## src/design/tgpg_pkg.sv

```systemverilog
// ----------------------------------------------------------------------------
// tgpg_pkg
// shared types, constants and the 6x6 glyph rom of the text glyph generator
// ----------------------------------------------------------------------------
package tgpg_pkg;

  localparam int DEF_SCREEN_WIDTH  = 128;
  localparam int DEF_SCREEN_HEIGHT = 64;

  localparam int QDEPTH     = 2;
  localparam int QPTR_W     = $clog2(QDEPTH);
  localparam int QCNT_W     = $clog2(QDEPTH + 1);
  localparam int GLYPH_BITS = 36;
  localparam int CELL       = 6;

  localparam logic [7:0] CODE_NEWLINE = 8'h0A;
  localparam logic [7:0] CODE_FIRST   = 8'h20;
  localparam logic [7:0] CODE_LAST    = 8'h5F;

  localparam logic REQ_CHAR   = 1'b0;
  localparam logic REQ_CURSOR = 1'b1;

  typedef enum logic [1:0] {
    CFG_FG_COLOR    = 2'd0,
    CFG_BG_COLOR    = 2'd1,
    CFG_SCALE       = 2'd2,
    CFG_WRAP_ENABLE = 2'd3
  } cfg_idx_t;

  // one drawable character handed from front to back
  typedef struct packed {
    logic [15:0]           x;
    logic [15:0]           y;
    logic [GLYPH_BITS-1:0] mask;
    logic [7:0]            side;
    logic [1:0]            fg;
    logic [1:0]            bg;
    logic                  draw_bg;
  } job_t;

  typedef struct packed {
    logic              full;
    logic              empty;
    logic [QCNT_W-1:0] count;
  } q_stat_t;

  function automatic logic [31:0] glyph_rom(input logic [5:0] idx);
    logic [31:0] g;
    unique case (idx)
      6'd0:  g = 32'h00000000;  6'd1:  g = 32'h00017000;
      6'd2:  g = 32'h000C00C0;  6'd3:  g = 32'h0A7CA7CA;
      6'd4:  g = 32'h0855F542;  6'd5:  g = 32'h19484253;
      6'd6:  g = 32'h1251F55E;  6'd7:  g = 32'h00003000;
      6'd8:  g = 32'h00452700;  6'd9:  g = 32'h001C9440;
      6'd10: g = 32'h0519F314;  6'd11: g = 32'h0411F104;
      6'd12: g = 32'h00000420;  6'd13: g = 32'h04104104;
      6'd14: g = 32'h00000400;  6'd15: g = 32'h01084210;
      6'd16: g = 32'h0F45145E;  6'd17: g = 32'h0001F040;
      6'd18: g = 32'h13555559;  6'd19: g = 32'h0D5D5551;
      6'd20: g = 32'h087C928C;  6'd21: g = 32'h0D555557;
      6'd22: g = 32'h0D55555E;  6'd23: g = 32'h010C5251;
      6'd24: g = 32'h0F55555E;  6'd25: g = 32'h0F555556;
      6'd26: g = 32'h0000A000;  6'd27: g = 32'h0000A400;
      6'd28: g = 32'h0028C200;  6'd29: g = 32'h0028A280;
      6'd30: g = 32'h00086280;  6'd31: g = 32'h000D5040;
      6'd32: g = 32'h0018E300;  6'd33: g = 32'h1F24929C;
      6'd34: g = 32'h0D5D555F;  6'd35: g = 32'h1145149C;
      6'd36: g = 32'h0725145F;  6'd37: g = 32'h1155555F;
      6'd38: g = 32'h0114515F;  6'd39: g = 32'h1D55545E;
      6'd40: g = 32'h1F10411F;  6'd41: g = 32'h0045F440;
      6'd42: g = 32'h07210410;  6'd43: g = 32'h1D18411F;
      6'd44: g = 32'h1041041F;  6'd45: g = 32'h1F04F05E;
      6'd46: g = 32'h1F04109C;  6'd47: g = 32'h0F45545E;
      6'd48: g = 32'h0314925F;  6'd49: g = 32'h1F45D45E;
      6'd50: g = 32'h1B34925F;  6'd51: g = 32'h0D555556;
      6'd52: g = 32'h0105F041;  6'd53: g = 32'h0721041F;
      6'd54: g = 32'h0108421F;  6'd55: g = 32'h0F41E41F;
      6'd56: g = 32'h1D184317;  6'd57: g = 32'h0109C107;
      6'd58: g = 32'h114D5651;  6'd59: g = 32'h0045F000;
      6'd60: g = 32'h0001F000;  6'd61: g = 32'h0001F440;
      6'd62: g = 32'h000C1080;  6'd63: g = 32'h10410410;
    endcase
    return g;
  endfunction

endpackage

```

## src/design/tgpg_front.sv

```systemverilog
// ----------------------------------------------------------------------------
// tgpg_front
// takes requests, keeps cursor and colour registers, queues drawable glyphs
// ----------------------------------------------------------------------------
module tgpg_front #(
  parameter int SCREEN_WIDTH  = tgpg_pkg::DEF_SCREEN_WIDTH,
  parameter int SCREEN_HEIGHT = tgpg_pkg::DEF_SCREEN_HEIGHT
) (
  input  logic              clk,
  input  logic              rst,
  input  logic              in_valid,
  output logic              in_stall,
  input  logic              req_type,
  input  logic [7:0]        char_code,
  input  logic [15:0]       new_x,
  input  logic [15:0]       new_y,
  input  logic              cfg_valid,
  output logic              cfg_ready,
  input  logic [1:0]        cfg_index,
  input  logic [7:0]        cfg_data,
  input  tgpg_pkg::q_stat_t q_stat,
  output logic              push,
  output tgpg_pkg::job_t    push_job
);
  import tgpg_pkg::*;

  localparam logic signed [17:0] WIDTH_S  = 18'(SCREEN_WIDTH);
  localparam logic signed [17:0] HEIGHT_S = 18'(SCREEN_HEIGHT);

  logic [1:0]  fg_color;
  logic [1:0]  bg_color;
  logic [7:0]  scale;
  logic        wrap_enable;
  logic [15:0] cursor_col;
  logic [15:0] cursor_row;
  logic [15:0] cursor_col_next;
  logic [15:0] cursor_row_next;

  logic               accept;
  logic [7:0]         s;
  logic [10:0]        s5;
  logic [10:0]        s6;
  logic signed [17:0] x_ext;
  logic signed [17:0] y_ext;
  logic signed [17:0] s5_ext;
  logic signed [17:0] s6_ext;
  logic signed [17:0] col_adv_ext;
  logic               printable;
  logic               visible;
  logic               draw_bg;
  logic [7:0]         code_off;
  logic [31:0]        bits;
  logic [15:0]        col_adv;
  logic [15:0]        row_nl;
  logic               wrap_hit;

  assign cfg_ready = 1'b1;
  assign in_stall  = q_stat.full;
  assign accept    = in_valid && !in_stall;

  // scale zero behaves as one
  assign s  = (scale == 8'd0) ? 8'd1 : scale;
  assign s5 = ({3'b0, s} << 2) + {3'b0, s};
  assign s6 = ({3'b0, s} << 2) + ({3'b0, s} << 1);

  assign x_ext  = 18'($signed(cursor_col));
  assign y_ext  = 18'($signed(cursor_row));
  assign s5_ext = $signed({7'b0, s5});
  assign s6_ext = $signed({7'b0, s6});

  assign printable = (char_code >= CODE_FIRST) && (char_code <= CODE_LAST);
  assign visible   = !((x_ext >= WIDTH_S) || (y_ext >= HEIGHT_S) ||
                       ((x_ext + s5_ext) < 18'sd0) || ((y_ext + s6_ext) < 18'sd0));
  assign draw_bg   = (bg_color != fg_color);
  assign code_off  = char_code - CODE_FIRST;
  assign bits      = glyph_rom(code_off[5:0]);

  assign col_adv     = cursor_col + {5'b0, s6};
  assign row_nl      = cursor_row + {5'b0, s6};
  assign col_adv_ext = 18'($signed(col_adv));
  assign wrap_hit    = wrap_enable && (col_adv_ext > (WIDTH_S - s6_ext));

  // blank glyphs with a transparent background produce no squares
  assign push = accept && (req_type == REQ_CHAR) && printable && visible &&
                ((bits != 32'd0) || draw_bg);

  always_comb begin
    push_job.x       = cursor_col;
    push_job.y       = cursor_row;
    push_job.mask    = {4'b0, bits};
    push_job.side    = s;
    push_job.fg      = fg_color;
    push_job.bg      = bg_color;
    push_job.draw_bg = draw_bg;
  end

  always_comb begin
    cursor_col_next = cursor_col;
    cursor_row_next = cursor_row;
    if (accept) begin
      if (req_type == REQ_CURSOR) begin
        cursor_col_next = new_x;
        cursor_row_next = new_y;
      end else if (char_code == CODE_NEWLINE) begin
        cursor_col_next = 16'd0;
        cursor_row_next = row_nl;
      end else if (printable) begin
        if (wrap_hit) begin
          cursor_col_next = 16'd0;
          cursor_row_next = row_nl;
        end else begin
          cursor_col_next = col_adv;
        end
      end
    end
  end

  always_ff @(posedge clk) begin
    if (rst) begin
      fg_color    <= 2'd1;
      bg_color    <= 2'd0;
      scale       <= 8'd1;
      wrap_enable <= 1'b1;
      cursor_col  <= 16'd0;
      cursor_row  <= 16'd0;
    end else begin
      cursor_col <= cursor_col_next;
      cursor_row <= cursor_row_next;
      if (cfg_valid && cfg_ready) begin
        unique case (cfg_idx_t'(cfg_index))
          CFG_FG_COLOR:    fg_color    <= cfg_data[1:0];
          CFG_BG_COLOR:    bg_color    <= cfg_data[1:0];
          CFG_SCALE:       scale       <= cfg_data;
          CFG_WRAP_ENABLE: wrap_enable <= cfg_data[0];
        endcase
      end
    end
  end

endmodule

```

## src/design/tgpg_queue.sv

```systemverilog
// ----------------------------------------------------------------------------
// tgpg_queue
// short fifo of glyph jobs between the request front and the square back
// ----------------------------------------------------------------------------
module tgpg_queue (
  input  logic              clk,
  input  logic              rst,
  input  logic              push,
  input  tgpg_pkg::job_t    push_job,
  input  logic              pop,
  output tgpg_pkg::job_t    head,
  output tgpg_pkg::q_stat_t q_stat
);
  import tgpg_pkg::*;

  job_t              mem [QDEPTH];
  logic [QPTR_W-1:0] wr_ptr;
  logic [QPTR_W-1:0] rd_ptr;
  logic [QCNT_W-1:0] count;

  assign head         = mem[rd_ptr];
  assign q_stat.count = count;
  assign q_stat.full  = (count == QCNT_W'(QDEPTH));
  assign q_stat.empty = (count == '0);

  always_ff @(posedge clk) begin
    if (push) begin
      mem[wr_ptr] <= push_job;
    end
  end

  always_ff @(posedge clk) begin
    if (rst) begin
      wr_ptr <= '0;
      rd_ptr <= '0;
      count  <= '0;
    end else begin
      if (push) begin
        wr_ptr <= wr_ptr + 1'b1;
      end
      if (pop) begin
        rd_ptr <= rd_ptr + 1'b1;
      end
      if (push && !pop) begin
        count <= count + 1'b1;
      end else if (pop && !push) begin
        count <= count - 1'b1;
      end
    end
  end

endmodule

```

## src/design/tgpg_back.sv

```systemverilog
// ----------------------------------------------------------------------------
// tgpg_back
// walks one glyph column by column, at most one square per cycle unless stalled
// ----------------------------------------------------------------------------
module tgpg_back (
  input  logic           clk,
  input  logic           rst,
  input  logic           job_valid,
  input  tgpg_pkg::job_t job,
  output logic           pop,
  output logic           out_valid,
  input  logic           out_stall,
  output logic [15:0]    rect_x,
  output logic [15:0]    rect_y,
  output logic [7:0]     rect_side,
  output logic [1:0]     pixel_color,
  output logic           last
);
  import tgpg_pkg::*;

  logic                  active;
  logic [GLYPH_BITS-1:0] mask;
  logic [5:0]            step;
  logic [2:0]            row_cnt;
  logic [15:0]           cur_x;
  logic [15:0]           cur_y;
  logic [15:0]           y0;
  logic [7:0]            side;
  logic [1:0]            fg;
  logic [1:0]            bg;
  logic                  draw_bg;

  logic adv;
  logic on;
  logic emit;
  logic fire;
  logic finish;

  assign pop    = !active && job_valid;
  assign adv    = active && (!out_valid || !out_stall);
  assign on     = mask[0];
  assign emit   = on || draw_bg;
  assign fire   = adv && emit;
  // without background the last square is the highest set bit
  assign finish = draw_bg ? (step == 6'(GLYPH_BITS - 1)) : (mask[GLYPH_BITS-1:1] == '0);

  always_ff @(posedge clk) begin
    if (rst) begin
      active    <= 1'b0;
      out_valid <= 1'b0;
    end else begin
      if (fire) begin
        out_valid <= 1'b1;
      end else if (out_valid && !out_stall) begin
        out_valid <= 1'b0;
      end
      if (pop) begin
        active  <= 1'b1;
        mask    <= job.mask;
        step    <= 6'd0;
        row_cnt <= 3'd0;
        cur_x   <= job.x;
        cur_y   <= job.y;
        y0      <= job.y;
        side    <= job.side;
        fg      <= job.fg;
        bg      <= job.bg;
        draw_bg <= job.draw_bg;
      end else if (adv) begin
        if (emit) begin
          rect_x      <= cur_x;
          rect_y      <= cur_y;
          rect_side   <= side;
          pixel_color <= on ? fg : bg;
          last        <= finish;
        end
        mask <= mask >> 1;
        step <= step + 6'd1;
        if (row_cnt == 3'(CELL - 1)) begin
          row_cnt <= 3'd0;
          cur_y   <= y0;
          cur_x   <= cur_x + {8'b0, side};
        end else begin
          row_cnt <= row_cnt + 3'd1;
          cur_y   <= cur_y + {8'b0, side};
        end
        if (finish) begin
          active <= 1'b0;
        end
      end
    end
  end

endmodule

```

## src/design/text_glyph_pixel_generator.sv

```systemverilog
// ----------------------------------------------------------------------------
// text_glyph_pixel_generator
// 6x6 bitmap font character generator, up to one scaled square per unstalled cycle
// ----------------------------------------------------------------------------
// first square: with the walker idle, a request goes into the glyph queue, then
//   into the walker, then onto the output registers; skipped clear bits delay it
// flow: one request per cycle into a 2-deep glyph queue while it is not full; the
//   walker loads a job and steps through all 36 bits with a background colour,
//   or to its highest set bit without; at most one square per cycle, held on stall
// reset: synchronous, clears cursor, queue and output; colour fg 1, bg 0,
//   scale 1, wrap on
module text_glyph_pixel_generator #(
  parameter int SCREEN_WIDTH  = tgpg_pkg::DEF_SCREEN_WIDTH,
  parameter int SCREEN_HEIGHT = tgpg_pkg::DEF_SCREEN_HEIGHT
) (
  input  logic        clk,
  input  logic        rst,
  input  logic        in_valid,
  output logic        in_stall,
  input  logic        req_type,
  input  logic [7:0]  char_code,
  input  logic [15:0] new_x,
  input  logic [15:0] new_y,
  input  logic        cfg_valid,
  output logic        cfg_ready,
  input  logic [1:0]  cfg_index,
  input  logic [7:0]  cfg_data,
  output logic        out_valid,
  input  logic        out_stall,
  output logic [15:0] rect_x,
  output logic [15:0] rect_y,
  output logic [7:0]  rect_side,
  output logic [1:0]  pixel_color,
  output logic        last
);
  import tgpg_pkg::*;

  q_stat_t q_stat;
  job_t    push_job;
  job_t    head;
  logic    push;
  logic    pop;

  tgpg_front #(
    .SCREEN_WIDTH (SCREEN_WIDTH),
    .SCREEN_HEIGHT(SCREEN_HEIGHT)
  ) u_front (
    .clk      (clk),
    .rst      (rst),
    .in_valid (in_valid),
    .in_stall (in_stall),
    .req_type (req_type),
    .char_code(char_code),
    .new_x    (new_x),
    .new_y    (new_y),
    .cfg_valid(cfg_valid),
    .cfg_ready(cfg_ready),
    .cfg_index(cfg_index),
    .cfg_data (cfg_data),
    .q_stat   (q_stat),
    .push     (push),
    .push_job (push_job)
  );

  tgpg_queue u_queue (
    .clk     (clk),
    .rst     (rst),
    .push    (push),
    .push_job(push_job),
    .pop     (pop),
    .head    (head),
    .q_stat  (q_stat)
  );

  tgpg_back u_back (
    .clk        (clk),
    .rst        (rst),
    .job_valid  (!q_stat.empty),
    .job        (head),
    .pop        (pop),
    .out_valid  (out_valid),
    .out_stall  (out_stall),
    .rect_x     (rect_x),
    .rect_y     (rect_y),
    .rect_side  (rect_side),
    .pixel_color(pixel_color),
    .last       (last)
  );

  a_no_overflow: assert property (@(posedge clk) disable iff (rst)
    push |-> (q_stat.count != QCNT_W'(QDEPTH)))
    else $error("glyph queue overflow");

  a_no_underflow: assert property (@(posedge clk) disable iff (rst)
    pop |-> (q_stat.count != '0))
    else $error("glyph queue underflow");

  a_reset_clears: assert property (@(posedge clk)
    rst |=> (!out_valid && (q_stat.count == '0)))
    else $error("reset left output or queue busy");

  a_count_moves: assert property (@(posedge clk) disable iff (rst)
    (push && !pop) |=> (q_stat.count == $past(q_stat.count) + 1'b1))
    else $error("queue count did not follow push");

endmodule
```

## config.mk

```make
export PLATFORM = sky130hd
export DESIGN_NAME = text_glyph_pixel_generator
export DESIGN_NICKNAME = d
export VERILOG_FILES = /design/src/design/tgpg_pkg.sv /design/src/design/tgpg_front.sv /design/src/design/tgpg_queue.sv /design/src/design/tgpg_back.sv /design/src/design/text_glyph_pixel_generator.sv
export SDC_FILE = /design/constraint.sdc
export NUM_CORES = 1
export LEC_CHECK = 0
export BUFFER_PORTS_ARGS = -buffer_cell sky130_fd_sc_hd__buf_2
export CORE_MARGIN = 2
export CORE_UTILIZATION = 58
export CTS_BUF_LIST = sky130_fd_sc_hd__clkbuf_2 sky130_fd_sc_hd__clkbuf_4 sky130_fd_sc_hd__clkbuf_8
export DETAILED_ROUTE_END_ITERATION = 10
export GPL_TIMING_DRIVEN = 0
export PLACE_DENSITY = 0.79
export RECOVER_POWER = 25
export SYNTH_ARGS = -nofsm -noshare
export SYNTH_HDL_FRONTEND = slang
export SYNTH_SLANG_ARGS = --single-unit
```

## constraint.sdc

```tcl
create_clock -name clk -period 6.6 [get_ports clk]
set_input_delay 0.99 -clock clk [delete_from_list [all_inputs] [get_ports clk]]
set_output_delay 0.99 -clock clk [all_outputs]
set_load 0.02 [all_outputs]
```

Word-level counts from Yosys, hierarchy flattened --
Memories as Yosys holds them, arrays and structs flattened. A register that Yosys moved wholly into a read port is not among the register bits. Cells that the tools add are included.
Word-level totals: register bits after elaboration 200, latch bits 0, bits in writable memories 154, bits in read-only memories 1664, bits of input ports 56, output and inout bits 46, logic and storage cells 145, memories 2
Memories:
- (name not given) | depth 64, bits a word 26, read ports 1, clocked after memory_dff 0, write ports 0, RTL line tgpg_pkg.sv:49 | unique case (idx)
- u_queue.mem | depth 2, bits a word 77, read ports 1, clocked after memory_dff 1, write ports 1, RTL line tgpg_queue.sv:16 | job_t mem [QDEPTH];
Cells by class: add/sub/neg operators 16, multiply operators 0, divide/modulo/power cells 0, $lt $le $gt $ge 7, equality and inequality tests 8, shift operators 0, muxes and demuxes 33, bitwise gates (word level) 3, reductions and logical operators 50
Operators by type and width (number):
- $mux 16 | 14
- $mux 36 | 2
- $lt 18x1->1 const B | 2
- $logic_not 35->1 | 1
- $add 16x12->17 | 2
- $add 16x11->16 | 2
- $add 16x8->16 | 2
- $reduce_bool 32->1 | 1
- $ge 16x8->1 const B | 1
- $ge 16x9->1 const B | 1
- $gt 16x12->1 | 1
- $reduce_and 2->1 | 8
- $logic_and 1x1->1 | 13
- $sub 8x11->12 const A | 1
- $add 10x8->11 | 1
- $add 10x9->11 | 1
- $mux 1 | 10
- $reduce_bool 2->1 | 5
- $eq 8x4->1 const B | 1
- $ge 8x6->1 const B | 1
- $le 8x7->1 const B | 1
- $logic_not 1->1 | 8
- $logic_not 8->1 | 1
- $mux 8 | 1
- other kinds (20) | 36

Depth between registers and ports, before layout --
word-level depth 14, depth in mapped cells 30, gate-level depth less buffers 28

Hierarchy --
Synthesis repeated with hierarchy kept, for this count alone.
Unflattened totals: cell total of the unflattened synthesis 1751, area total of the unflattened synthesis 19503.7 µm²
By module, submodules not included:
- tgpg_front | times used 1, cells each 943, area each 6723.9 µm², sequential area each 900.9 µm²
- tgpg_back | times used 1, cells each 533, area each 6693.9 µm², sequential area each 4514.3 µm²
- tgpg_queue | times used 1, cells each 274, area each 6082.1 µm², sequential area each 4964.8 µm²
- text_glyph_pixel_generator | times used 1, cells each 1, area each 3.8 µm², sequential area each 0.0 µm²

Worst setup path before layout --
OpenSTA, ideal clock, no wires.
path kind register to register, start point reg u_front.scale[4], end point reg u_front.cursor_row[1], setup time 0.086 ns, arrival time 6.476 ns, required time 6.514 ns, slack 0.039 ns, stages on the path, launching flop included 30, buffers on the path 3, period minus slack after synthesis 6.561 ns, cell sequence dfxtp_1 -> clkbuf_1 -> inv_1 -> ha_1 -> nand4b_1 -> nor2_1 -> nor2_1 -> ha_1 -> a31o_2 -> a21oi_1 -> o21bai_1 -> a21oi_1 -> xnor2_1 -> ha_1 -> or2_2 -> a21oi_1 -> a31oi_1 -> a311oi_1 -> nor2_1 -> xor2_1 -> ha_1 -> and4_1 -> a21oi_1 -> o21ai_0 -> a2111oi_0 -> a21oi_2 -> and2_1 -> buf_4 -> buf_2 -> a211oi_1
RTL lines:
- start: declaration | RTL line tgpg_front.sv:32 | logic [7:0] scale;
- start signal: assignment | RTL line tgpg_front.sv:133 | CFG_SCALE: scale <= cfg_data;
- end signal: assignment | RTL line tgpg_front.sv:128 | cursor_row <= cursor_row_next;
- end: declaration | RTL line tgpg_front.sv:35 | logic [15:0] cursor_row;

==> results.yml <==
run_status:
  status: "finished, violations left"
  violations: "DRC"
synth:
  ys.flop_type: "edfxtp_1"
  ys_ff_latch: 336
  syn_area_per_cell_um2: 10.89
  post_synth_inst_count: 1688
  synth_edf_count: 284
  synth.yosys.seq_area_share_pct: 52.04
  yosysWarnings: 0
  netlist_area_um2: 18390
  syn_nets: 1843
  synth_cell_types: 92
  synthArstFlopShare_pct: 0
cts:
  hold_buffers: 0
  cts_tree: "yes"
  clkTransAtPathRegs_ps: 70
  htreeDepth: 2
  cts_sinks: 336
  cts-root-buf: "clkbuf_8"
  cts_max_path_buffers: 3
  cts_made_buffers: 53
  clk-insertion-delay-late_ps: 610
detailed_routing:
  viasPerCell: 6.416
  ant_nets: 0
  drcViolationCount: 1
  routed_wl_um: 55400
  drt-initial-drc-count: 1587
  wire_per_inst_um: 23.98
  firstDrtPassIters: 9
  num_vias: 14820
worst_setup_path:
  start_kind: "flip-flop"
  timing.rr.end: "u_front.cursor_col[12]"
  crit_family: "compound AO/OA/AOI/OAI gates"
  cpPeakStageDelay_ps: 390
  cp-end-kind: "flip-flop"
  crit_required_ps: 7070
  path_common_cell: "ha_1"
  arrival_ps: 6890
  reg2reg_depth: 30
  path_class: "flip-flop to flip-flop"
  crit_buf_inv: 4
  reg2reg_slack_ps: 180
  cp_max_fo: 10
  timing.rr.start: "u_front.scale[4]"
  cp_slowest_cell: "a311oi_2"
global_route:
  overflow: 0
  grt_pass1_vias: 14410
  grt_usage_pct: 33.08
  grt_max_degree: 45
  grt_first_pass_wirelength_um: 83190
  antenna_found_initial: 0
layout:
  nFillCells: 2321
  layout_common_cells: "284 x edfxtp_1, 127 x nand2_1, 120 x buf_2, 119 x nor2_1, 111 x o21ai_0"
  utilization_pct: 66.51
  register_area_um2: 9572
  area_growth_pct: 13.55
  fin_nets: 2018
  multi_input_area_um2: 8259
  diodes: 0
  final_common_cell: "edfxtp_1"
  stdcell_area_um2: 20880
  drive_gt1_share_pct: 17.03
timing:
  finalClockSkew_ps: 38.78
  fmax_mhz: 155.7
  final-setup-viol-count: 0
  drv_slew: 0
  worst-slew-pin-transition_ps: 1032
  hold_viol_final: 0
  setup_tns_ps: 0
  relSlewSlack_pct: 30.13
  whs_ps: 465.4
  period_needed_ps: 6423
  finalCritPeriodShare_pct: 97.33
floorplan:
  dieHeight_um: 182.1
  die-area_um2: 33140
  core_area_um2: 31390
  placementRows: 65
  start_util_pct: 58.57
  fp.dieW_um: 182.1
  ios: 102
hold_path:
  min_from: "u_back.cur_y[4]"
  hold_path_class: "flip-flop to flip-flop"
  whs_endpoint: "u_back.rect_y[4]"
  worstHoldPathCells: 0
power_and_ir_drop:
  irDropWorstVdd_uv: 216.0
  power_density_nw_per_um2: 345.1
  power_leakage_uw: 0.007819
place:
  gp_congestion: 0.9779
  placed_area_um2: 19550
  port_buffers: 99
  dp_hpwl_um: 40400
flow_run:
  drv_cap: 0
[registers in the layout, indices dropped and copies added, names as in the netlist, 2 cells and up, named ones only]
name and cells:
u_queue.mem 142, u_back.mask 29, u_back.cur_x 16, u_back.cur_y 16, u_back.rect_x 16, u_back.rect_y 16, u_back.y0 16, u_front.cursor_col 16
u_front.cursor_row 16, u_back.rect_side 8, u_back.side 8, u_front.scale 8, u_back.step 6, u_back.row_cnt 3, u_back.bg 2, u_back.fg 2
u_back.pixel_color 2, u_front.bg_color 2, u_front.fg_color 2, u_queue.count 2
[cell type report]
cell class | count | share of cell area (%)
buffer | 91 | 2.145
clock buffer | 70 | 4.165
clock inverter | 30 | 1.025
inverter | 69 | 1.282
multi-input combinational | 1192 | 39.56
sequential | 336 | 45.84
tap | 402 | 2.409
timing repair buffer | 120 | 3.572
[synthesized netlist by cell type (19+ instances only)]
| cell type | n | area [um2] |
|---|---|---|
| xnor2_1 | 41 | 359.1 |
| xor2_1 | 34 | 297.8 |
| nand2b_1 | 22 | 137.6 |
| ha_1 | 93 | 1164 |
| nand2_1 | 127 | 476.7 |
| a211oi_1 | 35 | 262.8 |
| and2_1 | 19 | 118.9 |
| nor2_1 | 126 | 473.0 |
| o21ai_0 | 113 | 565.5 |
| nor2b_1 | 33 | 206.5 |
| buf_2 | 22 | 110.1 |
| nor3_1 | 33 | 165.2 |
| clkbuf_1 | 43 | 161.4 |
| mux2_2 | 34 | 382.9 |
| edfxtp_1 | 284 | 8528 |
| mux2i_1 | 49 | 490.5 |
| dfxtp_1 | 52 | 1041 |
| a21oi_1 | 115 | 575.6 |
| nand3_1 | 43 | 215.2 |
| inv_1 | 64 | 240.2 |
[kinds of logic (layout without fill, tap and decap cells)]
group / count (synthesis) / count (layout) / share of synthesized area, %
AO/OA/AOI/OAI: 426 / 426 / 15.03
buffers and inverters: 160 / 380 / 3.838
flip-flops: 336 / 336 / 52.04
adder cells (fa/ha/maj): 99 / 99 / 6.982
multiplexers: 83 / 83 / 4.750
XOR/XNOR: 75 / 75 / 3.572
other: 1 / 1 / 0.02039
AND/OR/NAND/NOR: 508 / 508 / 13.77
[per-layer routing]
layer	GRT usage, %	part of all wire [%]	vias up
met4	11.45	3.0	0
met5	0	0	-
met2	50.66	44	866
li1	-	-	6684
met1	47.47	42	7128
met3	6.426	10	142
[power breakdown]
group / internal, uW / switching (uW) / leakage, uW
Clock: 952 / 818 / 0.000570
Combinational: 873 / 1520 / 0.00422
Sequential: 2820 / 220 / 0.00303
Total: 4640 / 2560 / 0.00782
[how the worst max path moves through the flow]
stage	to	startpoint	depth (start not counted)	slack (ps)
floorplan	u_front.cursor_row[1]	u_front.scale[4]	29	40
global placement	u_queue.mem[0][11]	u_front.scale[4]	19	-1680
detailed placement	u_front.cursor_row[7]	u_front.scale[4]	29	-1390
CTS	u_front.cursor_row[7]	u_front.scale[4]	30	30
global route	u_front.cursor_row[9]	u_front.scale[4]	30	-170
finish	u_front.cursor_col[12]	u_front.scale[4]	30	180
[per-stage QoR]
step	worst slack (ps)	cells	power (uW)
after floorplan	38.80	1688	4618
after global placement	-1684	2189	5253
after detailed placement	-1388	2195	5386
after CTS	28.21	2301	7174
after global routing	-166.2	2310	7573
final	176.5	2310	7206
[timing repair]
item | 4_1_cts | 5_1_grt
pin swaps | 3 | 8
endpoints found under the setup margin | 31 | 31
resized for setup | 13 | 22
setup buffers | 6 | 9
Power figures use the tool's default switching activity.
